===== config.mk =====
export PLATFORM = sky130hd
export DESIGN_NAME = date_to_serial_day_top
export DESIGN_NICKNAME = d
export VERILOG_FILES = /design/src/hw/rtl/dtsd_pkg.sv /design/src/hw/rtl/date_to_serial_day_top.sv
export SDC_FILE = /design/constraint.sdc
export NUM_CORES = 2
export LEC_CHECK = 0
export BUFFER_PORTS_ARGS = -buffer_cell sky130_fd_sc_hd__buf_2
export CORE_MARGIN = 2
export CORE_UTILIZATION = 50
export DETAILED_ROUTE_END_ITERATION = 16
export PLACE_DENSITY = 0.78
export RECOVER_POWER = 50
export SYNTH_ARGS = -nofsm -noshare
export SYNTH_HDL_FRONTEND = slang
export SYNTH_SLANG_ARGS = --single-unit

===== constraint.sdc =====
create_clock -name clock -period 12.24 [get_ports clock]
set_clock_uncertainty 0.05 [all_clocks]
set_input_delay 0.612 -clock clock [delete_from_list [all_inputs] [get_ports clock]]
set_output_delay 0.612 -clock clock [all_outputs]
set_load 0.03 [all_outputs]

===== src/hw/rtl/dtsd_pkg.sv =====
`default_nettype none

package dtsd_pkg;

   // One incoming date and time of day.
   typedef struct packed {
      logic [13:0] year_value;
      logic [3:0]  month_value;
      logic [4:0]  day_value;
      logic [4:0]  hour_value;
      logic [5:0]  minute_value;
      logic [15:0] second_ms;
   } req_type;

   // One converted result.
   typedef struct packed {
      logic [21:0] serial_day;
      logic [31:0] day_fraction;
      logic        range_error;
   } rsp_type;

   // Epoch years and the special dates of the 1900 system.
   localparam logic [13:0] Year1900      = 14'd1900;
   localparam logic [13:0] Year1904      = 14'd1904;
   localparam logic [13:0] YearBefore    = 14'd1899;
   localparam logic [14:0] Epoch1904Skew = 15'd4;
   localparam logic [15:0] QuadCentSkew  = 16'd300;
   localparam logic [8:0]  DaysPerYear   = 9'd365;
   localparam logic [22:0] LastTrueDay   = 23'd59;
   localparam logic [23:0] FalseLeapDay  = 24'd60;
   localparam logic [21:0] SerialMax     = 22'h3FFFFF;

   // Time of day in milliseconds.
   localparam logic [26:0] MsPerHour   = 27'd3600000;
   localparam logic [26:0] MsPerMinute = 27'd60000;
   localparam logic [26:0] MsPerDay    = 27'd86400000;

   // Division by 100 for values below 43699: (x * 5243) >> 19.
   localparam logic [12:0] Div100Mul   = 13'd5243;
   localparam int          Div100Shift = 19;

   // Fraction: floor(rem * 2^32 / 86400000) = floor(rem * 2^22 / 84375).
   // The estimate (rem * FracRecip) >> 26 is at most two below the quotient.
   localparam logic [17:0] FracDivisor  = 18'd84375;
   localparam logic [17:0] FracDivisor2 = 18'd168750;
   localparam logic [31:0] FracRecip    = 32'((64'd1 << 48) / 64'd84375);
   localparam int          FracShift    = 26;

   // Days in the year before the first of each month (index 1 to 12).
   function automatic logic [8:0] days_before_month(input logic [3:0] month);
      logic [8:0] days;
      unique case (month)
         4'd2:    days = 9'd31;
         4'd3:    days = 9'd59;
         4'd4:    days = 9'd90;
         4'd5:    days = 9'd120;
         4'd6:    days = 9'd151;
         4'd7:    days = 9'd181;
         4'd8:    days = 9'd212;
         4'd9:    days = 9'd243;
         4'd10:   days = 9'd273;
         4'd11:   days = 9'd304;
         4'd12:   days = 9'd334;
         default: days = 9'd0;
      endcase
      return days;
   endfunction

endpackage

`default_nettype wire


===== src/hw/rtl/date_to_serial_day_top.sv =====
`default_nettype none

// Converts a calendar date and time of day into a spreadsheet serial day number
// and an unsigned Q0.32 fraction of the day, in the 1900 or the 1904 epoch as
// set by csr_wr_data. One transaction is taken in every cycle while req_stall is
// low; a result reaches rsp through the five register stages (time sum, constant
// divisions, day sum with the fraction reciprocal multiply, day adjustment with
// the back multiply, fraction correction into the output register). A stalled
// output fills empty stages first, so req_stall rises only once every stage
// holds a transaction. The epoch register is read by several stages and is
// meant to be written while the pipeline is empty.
module date_to_serial_day_top (
   input  wire                    clock,
   input  wire                    reset,
   input  wire                    req_valid,
   output logic                   req_stall,
   input  dtsd_pkg::req_type      req_data,
   output logic                   rsp_valid,
   input  wire                    rsp_stall,
   output dtsd_pkg::rsp_type      rsp_data,
   input  wire                    csr_wr_en,
   input  wire                    csr_wr_data
);

   typedef struct packed {
      logic [26:0] ms;
      logic [13:0] year;
      logic [3:0]  month;
      logic [4:0]  day;
      logic [13:0] span;
      logic [14:0] span_skew;
      logic        special_zero;
      logic        special_leap;
      logic        before_epoch;
   } s1_type;

   typedef struct packed {
      logic        carry;
      logic [26:0] rem;
      logic [13:0] year;
      logic [7:0]  year_cent;
      logic [3:0]  month;
      logic [4:0]  day;
      logic [13:0] span;
      logic [7:0]  cent_count;
      logic [5:0]  quad_cent_count;
      logic        special_zero;
      logic        special_leap;
      logic        before_epoch;
   } s2_type;

   typedef struct packed {
      logic        carry;
      logic [31:0] frac_est;
      logic [23:0] days;
      logic        special_zero;
      logic        special_leap;
      logic        before_epoch;
   } s3_type;

   typedef struct packed {
      logic [31:0] frac_est;
      logic [17:0] frac_prod;
      logic [21:0] serial;
      logic        error;
   } s4_type;

   localparam logic [17:0] FracResidueLimit = 18'd253125;

   logic              epoch_ff;
   logic              s1_valid_ff, s2_valid_ff, s3_valid_ff, s4_valid_ff, rsp_valid_ff;
   s1_type            s1_ff, s1_in;
   s2_type            s2_ff, s2_in;
   s3_type            s3_ff, s3_in;
   s4_type            s4_ff, s4_in;
   dtsd_pkg::rsp_type rsp_ff, rsp_in;
   logic              s1_ready, s2_ready, s3_ready, s4_ready, rsp_ready;

   // Each stage loads when it is empty or its contents move on.
   assign rsp_ready = !rsp_valid_ff || !rsp_stall;
   assign s4_ready  = !s4_valid_ff || rsp_ready;
   assign s3_ready  = !s3_valid_ff || s4_ready;
   assign s2_ready  = !s2_valid_ff || s3_ready;
   assign s1_ready  = !s1_valid_ff || s2_ready;
   assign req_stall = !s1_ready;
   assign rsp_valid = rsp_valid_ff;
   assign rsp_data  = rsp_ff;

   // Stage 1: time in milliseconds, date substitution and epoch checks.
   always_comb begin
      logic [13:0] year;
      logic [3:0]  month;
      logic [4:0]  day;
      logic [13:0] epoch_year;
      year  = req_data.year_value;
      month = req_data.month_value;
      day   = req_data.day_value;
      if (year == 14'd0) begin
         if (!epoch_ff) begin
            year  = dtsd_pkg::YearBefore;
            month = 4'd12;
            day   = 5'd31;
         end else begin
            year  = dtsd_pkg::Year1904;
            month = 4'd1;
            day   = 5'd1;
         end
      end
      epoch_year = epoch_ff ? dtsd_pkg::Year1904 : dtsd_pkg::Year1900;

      s1_in.ms = 27'(req_data.hour_value) * dtsd_pkg::MsPerHour
               + 27'(req_data.minute_value) * dtsd_pkg::MsPerMinute
               + 27'(req_data.second_ms);
      s1_in.year  = year;
      s1_in.month = (month > 4'd12) ? 4'd12 : month;
      s1_in.day   = day;
      s1_in.span  = year - epoch_year;
      s1_in.span_skew = 15'(year - epoch_year)
                      + (epoch_ff ? dtsd_pkg::Epoch1904Skew : 15'd0);
      s1_in.special_zero = !epoch_ff &&
         ((year == dtsd_pkg::YearBefore && month == 4'd12 && day == 5'd31) ||
          (year == dtsd_pkg::Year1900 && month == 4'd1 && day == 5'd0));
      s1_in.special_leap = !epoch_ff && !s1_in.special_zero &&
         year == dtsd_pkg::Year1900 && month == 4'd2 && day == 5'd29;
      s1_in.before_epoch = !s1_in.special_zero && !s1_in.special_leap &&
         (year < epoch_year);
   end

   // Stage 2: whole-day carry out of the time, and the divisions by 100 and 400.
   always_comb begin
      logic [26:0] year_prod;
      logic [27:0] cent_prod;
      logic [11:0] quad_arg;
      logic [24:0] quad_prod;
      year_prod = 27'(s1_ff.year) * 27'(dtsd_pkg::Div100Mul);
      cent_prod = 28'(s1_ff.span_skew) * 28'(dtsd_pkg::Div100Mul);
      quad_arg  = 12'((16'(s1_ff.span_skew) + dtsd_pkg::QuadCentSkew) >> 2);
      quad_prod = 25'(quad_arg) * 25'(dtsd_pkg::Div100Mul);

      s2_in.carry = (s1_ff.ms >= dtsd_pkg::MsPerDay);
      s2_in.rem   = s2_in.carry ? (s1_ff.ms - dtsd_pkg::MsPerDay) : s1_ff.ms;
      s2_in.year  = s1_ff.year;
      s2_in.year_cent = year_prod[dtsd_pkg::Div100Shift +: 8];
      s2_in.month = s1_ff.month;
      s2_in.day   = s1_ff.day;
      s2_in.span  = s1_ff.span;
      s2_in.cent_count      = cent_prod[dtsd_pkg::Div100Shift +: 8];
      s2_in.quad_cent_count = quad_prod[dtsd_pkg::Div100Shift +: 6];
      s2_in.special_zero = s1_ff.special_zero;
      s2_in.special_leap = s1_ff.special_leap;
      s2_in.before_epoch = s1_ff.before_epoch;
   end

   // Stage 3: leap year, day sum, and the reciprocal estimate of the fraction.
   always_comb begin
      logic [13:0] cent_rem;
      logic        leap;
      logic [58:0] frac_prod;
      cent_rem = s2_ff.year - 14'(15'(s2_ff.year_cent) * 15'd100);
      leap = (s2_ff.year[1:0] == 2'd0) &&
             ((cent_rem != 14'd0) || (s2_ff.year_cent[1:0] == 2'd0));
      frac_prod = 59'(s2_ff.rem) * 59'(dtsd_pkg::FracRecip);

      s3_in.carry    = s2_ff.carry;
      s3_in.frac_est = frac_prod[dtsd_pkg::FracShift +: 32];
      s3_in.days = 24'(dtsd_pkg::days_before_month(s2_ff.month))
                 + 24'(leap && (s2_ff.month > 4'd2))
                 + 24'(s2_ff.day)
                 + 24'(s2_ff.span) * 24'(dtsd_pkg::DaysPerYear)
                 + 24'(s2_ff.span[13:2])
                 + 24'(s2_ff.quad_cent_count)
                 - 24'(s2_ff.cent_count)
                 - 24'(leap);
      s3_in.special_zero = s2_ff.special_zero;
      s3_in.special_leap = s2_ff.special_leap;
      s3_in.before_epoch = s2_ff.before_epoch;
   end

   // Stage 4: false leap day shift, carry, saturation, and the back multiply.
   always_comb begin
      logic [23:0] days_adj;
      logic [23:0] days_base;
      logic [23:0] days_total;
      days_adj = s3_ff.days;
      if (!epoch_ff && !s3_ff.days[23] && (s3_ff.days[22:0] > dtsd_pkg::LastTrueDay)) begin
         days_adj = s3_ff.days + 24'd1;
      end
      if (s3_ff.special_zero) begin
         days_base = 24'd0;
      end else if (s3_ff.special_leap) begin
         days_base = dtsd_pkg::FalseLeapDay;
      end else begin
         days_base = days_adj;
      end
      days_total = days_base + 24'(s3_ff.carry);

      s4_in.error = s3_ff.before_epoch || days_total[23];
      if (s4_in.error) begin
         s4_in.serial = 22'd0;
      end else if (days_total[22]) begin
         s4_in.serial = dtsd_pkg::SerialMax;
      end else begin
         s4_in.serial = days_total[21:0];
      end
      s4_in.frac_est  = s3_ff.frac_est;
      s4_in.frac_prod = 18'(s3_ff.frac_est[17:0]) * dtsd_pkg::FracDivisor;
   end

   // Stage 5: the residue of the estimate lifts it by up to two.
   logic [17:0] frac_residue;
   assign frac_residue = 18'd0 - s4_ff.frac_prod;

   always_comb begin
      logic [31:0] frac;
      frac = s4_ff.frac_est
           + 32'(frac_residue >= dtsd_pkg::FracDivisor)
           + 32'(frac_residue >= dtsd_pkg::FracDivisor2);
      rsp_in.serial_day   = s4_ff.serial;
      rsp_in.day_fraction = s4_ff.error ? 32'd0 : frac;
      rsp_in.range_error  = s4_ff.error;
   end

   // Control state and stage valid bits.
   always_ff @(posedge clock) begin
      if (reset) begin
         epoch_ff     <= 1'b0;
         s1_valid_ff  <= 1'b0;
         s2_valid_ff  <= 1'b0;
         s3_valid_ff  <= 1'b0;
         s4_valid_ff  <= 1'b0;
         rsp_valid_ff <= 1'b0;
      end else begin
         if (csr_wr_en) begin
            epoch_ff <= csr_wr_data;
         end
         if (s1_ready) begin
            s1_valid_ff <= req_valid;
         end
         if (s2_ready) begin
            s2_valid_ff <= s1_valid_ff;
         end
         if (s3_ready) begin
            s3_valid_ff <= s2_valid_ff;
         end
         if (s4_ready) begin
            s4_valid_ff <= s3_valid_ff;
         end
         if (rsp_ready) begin
            rsp_valid_ff <= s4_valid_ff;
         end
      end
   end

   // Stage payloads.
   always_ff @(posedge clock) begin
      if (s1_ready) begin
         s1_ff <= s1_in;
      end
      if (s2_ready) begin
         s2_ff <= s2_in;
      end
      if (s3_ready) begin
         s3_ff <= s3_in;
      end
      if (s4_ready) begin
         s4_ff <= s4_in;
      end
      if (rsp_ready) begin
         rsp_ff <= rsp_in;
      end
   end

   // The output is empty straight after reset.
   assert property (@(posedge clock) reset |=> !rsp_valid_ff)
      else $error("result valid after reset");

   // Requests are held off only when every stage is occupied.
   assert property (@(posedge clock) disable iff (reset)
      req_stall |-> (s1_valid_ff && s2_valid_ff && s3_valid_ff && s4_valid_ff &&
                     rsp_valid_ff))
      else $error("request stalled with a bubble in the pipeline");

   // The reciprocal estimate never falls more than two below the quotient.
   assert property (@(posedge clock) disable iff (reset)
      s4_valid_ff |-> (frac_residue < FracResidueLimit))
      else $error("fraction residue out of range");

   // An out-of-range transaction carries zero fields.
   assert property (@(posedge clock) disable iff (reset)
      (rsp_valid_ff && rsp_ff.range_error) |->
         (rsp_ff.serial_day == 22'd0 && rsp_ff.day_fraction == 32'd0))
      else $error("range error with non-zero result");

endmodule

`default_nettype wire


# After elaboration in Yosys (flattened, before gate mapping)
# Memory sizes are Yosys's and may differ from the RTL's. A register that Yosys moved wholly into a read port is not among the register bits.
# Cells that the tools add are included.
# word_totals
rom_bits	144
register_bits	366
memories	1
# memory_table
memory	depth	width	read_ports	rd_clocked_by_memory_dff	wr	line	source
(name not given)	16	9	1	1	0	dtsd_pkg.sv:52	unique case (month)
# op_classes
reduce_logical	39
eq_ne	7
mul	9
n_lt_le_gt_ge	7
add_sub_neg	20
mux	14
# ops
operator	n
two-way mux 24 bit	3
adder 32 x 1 -> 32 bit	2
multiplier 27 x 32 -> 58 bit, second input constant	1
equality test 14 x 11 -> 1 bit, second input constant	2
adder 27 x 16 -> 27 bit	1
adder 27 x 22 -> 27 bit	1
>= comparator 27 bit, second input constant	1
multiplier 14 x 13 -> 27 bit, second input constant	1
multiplier 15 x 13 -> 27 bit, second input constant	1
two-way mux 27 bit	1
subtractor 27 bit, second input constant	1
multiplier 12 x 13 -> 25 bit, second input constant	1
adder 11 x 23 -> 24 bit	1
adder 24 x 1 -> 24 bit	1
adder 24 x 1 -> 24 bit, second input constant	1
adder 24 x 12 -> 24 bit	1
adder 24 x 6 -> 24 bit	1
subtractor 24 x 1 -> 24 bit	1
subtractor 24 x 8 -> 24 bit	1
greater-than comparator 23 x 6 -> 1 bit, second input constant	1
multiplier 14 x 9 -> 23 bit, second input constant	1
two-way mux 22 bit	1
multiplier 5 x 15 -> 20 bit, second input constant	1
two-way mux 5 bit	4
other kinds (30)	65

# Depth between registers and ports, before layout
# depth
depth_word	15
mapped_depth	39

# Worst setup path before layout
# No wires, ideal clock.
# synth_path
kind	reg-to-reg
startpoint	register s2_ff[42] (netlist bit)
endpoint	register s3_ff[24] (netlist bit), data pin
path_stages_with_launch	36
n_path_buf	0
t_arrival_ps	7679
setup_slack_ps	4253
cell_sequence	edfxtp_1 > ha_1 > ha_1 > fa_1 > ha_1 > a21oi_1 > nor2_1 > nor2_1 > o21bai_1 > a21oi_1 > xor2_1 > ha_1 > o22ai_1 > a2111oi_0 > o2111ai_1 > o21ai_0 > ha_1 > ha_1 > inv_1 > fa_1 > inv_1 > fa_1 > fa_1 > inv_1 > fa_1 > inv_1 > ha_1 > a21o_1 > a21oi_1 > or3_1 > and4_1 > nor3_1 > a41o_1 > o41ai_1 > o21ba_2 > xnor2_1
# synth_lines
item	line	source
from (decl)	date_to_serial_day_top.sv:73	s2_type s2_ff, s2_in;
from (signal assigned)	date_to_serial_day_top.sv:260	s2_ff <= s2_in;
to (signal assigned)	date_to_serial_day_top.sv:263	s3_ff <= s3_in;
to (decl)	date_to_serial_day_top.sv:74	s3_type s3_ff, s3_in;

==> summary.md <==
| Metric | Value |
|---|---|
| Post-Synthesis Cell Area | 0.0503 mm2 |
| CP max FO | 6 |
| Area share of the largest cell type after synthesis | 28.1% |
| CTS tree | done |
| Port buffer count | 112 |
| H-tree lvl count | 2 |
| Compound-Gate Fraction of Synth Area | 6.73% |
| FFs w/ async S/R, synth | 0% |
| Endpoint class of the critical path | register |
| Hold_buf cts | 0 |
| Max_cap viols | 5 |
| CP bufs+invs | 5 |
| Nets | 6492 |
| XOR/XNOR Fraction of Synth Area | 4.53% |
| Clk pin slew, worst setup/hold paths | 0.07 ns |
| Synth Flop Type | edfxtp_1 |
| Routed via count | 32800 |
| Share of cells above drive strength 1 | 3.30% |
| First-pass GRT wire length | 178 mm |
| Layout Utilization | 53.7% |
| Post-CTS Repair Setup Buffers | 0 |
| DP HPWL | 94.6 mm |
| Core area | 0.0999 mm2 |
| Worst skew pair latency | 0.57 ns |
| CTS sink cnt | 368 |
| First-pass iteration count of the detailed router | 5 |
| Largest family of logic cells by synthesized area | adder cells |
| RSZ-0062 raised after global routing | no |
| Die Y | 321 um |
| Final ANT Viol Nets | 0 |
| Final WL | 109 mm |
| Delay-heaviest family, CP | adder cells |
| I/O pins | 113 |
| Seq/Total Area, Yosys | 21.7% |
| Max Root-Sink Buffers | 3 |
| Fmax | 112 MHz |
| Syn Nets | 6371 |
| Main area contributors after synthesis | fa_1, ha_1, edfxtp_1 |
| Initial antenna violation count | 3 |
| Fin. Hold Viols | 0 |
| Least-Margin Pin Slew | 3.17 ns |
| Hold Crit Class | in -> reg |
| Max stage delay on crit path | 0.59 ns |
| Root Buffer | clkbuf_16 |
| Critical path's slowest cell | o41ai_1 |
| Worst Min Path Start | req_data[1] |
| Vias in the first global route | 34500 |
| Failing checks | capacitance limit, slew limit |
| Fin. max-slew vios | 253 |
| Post-synth EDFFs | 353 |
| Adder-Cell Fraction of Synth Area | 50.7% |
| Post-synthesis register bit count | 368 |
| Netlist cell types | 82 |
| Tcrit/Tclk final | 72.7% |
| Largest net degree at the start of global routing | 61 |
| Startpoint type of the worst setup path | register |
| GP Congestion | 1.03 |
| Crit path kind | reg -> reg |
| Total gr overflow | 0 |
| Cell mode on critical path | ha_1 |
| Fillers | 8585 |
| Starting Density | 50.4% |
| DR iter-0 viols | 1951 |
| Synth area leader | fa_1 |
| # rows | 116 |
| TNS Setup | 0 ns |
| Min Tclk post-route | 8.90 ns |
| Required @ worst endpoint | 12.52 ns |
| Remaining DRCs | 0 |
| WP data arrival | 9.18 ns |
| Syn avg cell area | 10.7 um2 |
| Reg2reg start | s2_ff[43]$_DFFE_PN_ |
| Mux cell area share after synthesis | 0.289% |
| Ys Warns | 0 |
| Setup-failing EPs final | 0 |
| Crit path launch | s2_ff[43]$_DFFE_PN_ |
| TritonCTS Buffers | 40 |
| PostCTS Resize Cnt | 0 |
| GRT Util Overall | 21.7% |
| Vias/cell | 5.33 |
| Max_slew headroom | -111% |
| Status | finished with violations |
| Syn Inst Count | 4699 |
| Ant diodes | 0 |
| Synth Area in Simple Gates | 6.92% |
| Wire per inst | 17.8 um |
| Area growth, synth to finish | 6.62% |
| Die footprint | 0.103 mm2 |
| Die X | 321 um |
## layer usage
metal / track usage [%] / routed length [um]
met5: 0 / 38
met2: 37.2 / 53400
met3: 2.68 / 5600
met1: 29.2 / 47700
met4: 5.46 / 2530
## path summary, 6_finish.rpt
kind	endpoint	slack, ns	cells after the start
worst min register to register	s2_ff[24]$_DFFE_PN_	0.36	0
worst min-delay path	s1_ff[56]$_DFFE_PN_	0.16	1
worst max register to register	s3_ff[25]$_DFFE_PP_	3.34	36
worst max-delay path	s3_ff[25]$_DFFE_PP_	3.34	36
## stage by stage
| stage | hold slack (ns) | setup slack [ns] | std cells | instance area [um2] |
|---|---|---|---|---|
| floorplan | 0.350 | 4.25 | 4699 | 50300 |
| global route | 0.139 | 2.77 | 6149 | 53600 |
| CTS | 0.121 | 3.32 | 6149 | 53700 |
| global placement | 0.352 | 3.77 | 6076 | 52400 |
| finish | 0.157 | 3.34 | 6149 | 53600 |
| detailed placement | 0.355 | 3.35 | 6076 | 52400 |
## placed cells by master (no fill, tap or decap), types with 10 or more instances in the layout
master / instances
o211ai_1: 16
a21o_1: 40
nand2b_1: 20
nand3_1: 56
clkbuf_1: 72
o31ai_1: 10
and2_1: 14
edfxtp_1: 353
nor4_1: 19
a211oi_1: 20
a21oi_1: 170
dfxtp_1: 15
inv_1: 1176
xnor2_1: 184
nor3_1: 57
or2_2: 19
ha_1: 911
or3_1: 29
o21bai_1: 20
nor2b_1: 31
o41ai_1: 12
nand2_1: 150
xor2_1: 74
a21boi_0: 10
nand4_1: 37
mux2i_1: 10
and3_1: 29
buf_2: 50
fa_1: 705
nor2_1: 179
o21ai_0: 108
o21a_1: 23
clkbuf_16: 41
a31oi_1: 23
## final cells by class
| type | count | area (um2) | share of cell area [%] |
|---|---|---|---|
| Clock buffer | 49 | 1080 | 2.01 |
| Clock inverter | 24 | 262 | 0.488 |
| Inverter | 1177 | 4420 | 8.24 |
| Multi-Input combinational cell | 3111 | 34800 | 64.9 |
| Sequential cell | 368 | 10900 | 20.3 |
| Tap cell | 1298 | 1620 | 3.03 |
| Timing Repair Buffer | 122 | 543 | 1.01 |
## synth_stat cells (6+ instances only)
cell type	number
nor2b_1	31
nor4b_1	6
o2111ai_1	7
nor4_1	19
or4_1	8
o211ai_1	16
clkbuf_1	35
or3_1	29
nand3_1	56
inv_1	1176
o41ai_1	12
a21o_1	40
xor2_1	74
fa_1	705
a21oi_1	170
mux2i_1	10
nand4_1	37
and2_1	15
o21a_1	23
ha_1	911
nand2b_1	20
o21ai_0	108
nor2_1	179
nand2_1	152
xnor2_1	184
nor3_1	57
and3_1	29
o31ai_1	10
a31o_2	7
a31oi_1	23
o21bai_1	20
or2_2	19
dfxtp_1	15
a211oi_1	20
a21boi_0	10
and4_1	6
edfxtp_1	353
a41oi_1	7
## sequential cells by signal, summed over array words and instances, names as in the netlist, named ones only
name and flops:
epoch_ff 1, rsp_data 55, rsp_in 23, rsp_valid 1, s1_ff 78, s1_valid_ff 1
s2_ff 88, s2_valid_ff 1, s3_ff 60, s3_valid_ff 1, s4_ff 49, s4_valid_ff 1
## cells by family (layout without fill, tap and decap cells)
kind of cell	count (synthesis)	in the layout
xor+xnor	259	259
simple gates	691	691
fa+ha+maj	1616	1616
compound gates	531	531
flops	368	368
mux	14	14
buf+inv	1220	1372
Power is not shown: default switching activity piles up to over one toggle a cycle in this logic, so the estimate is an artifact.
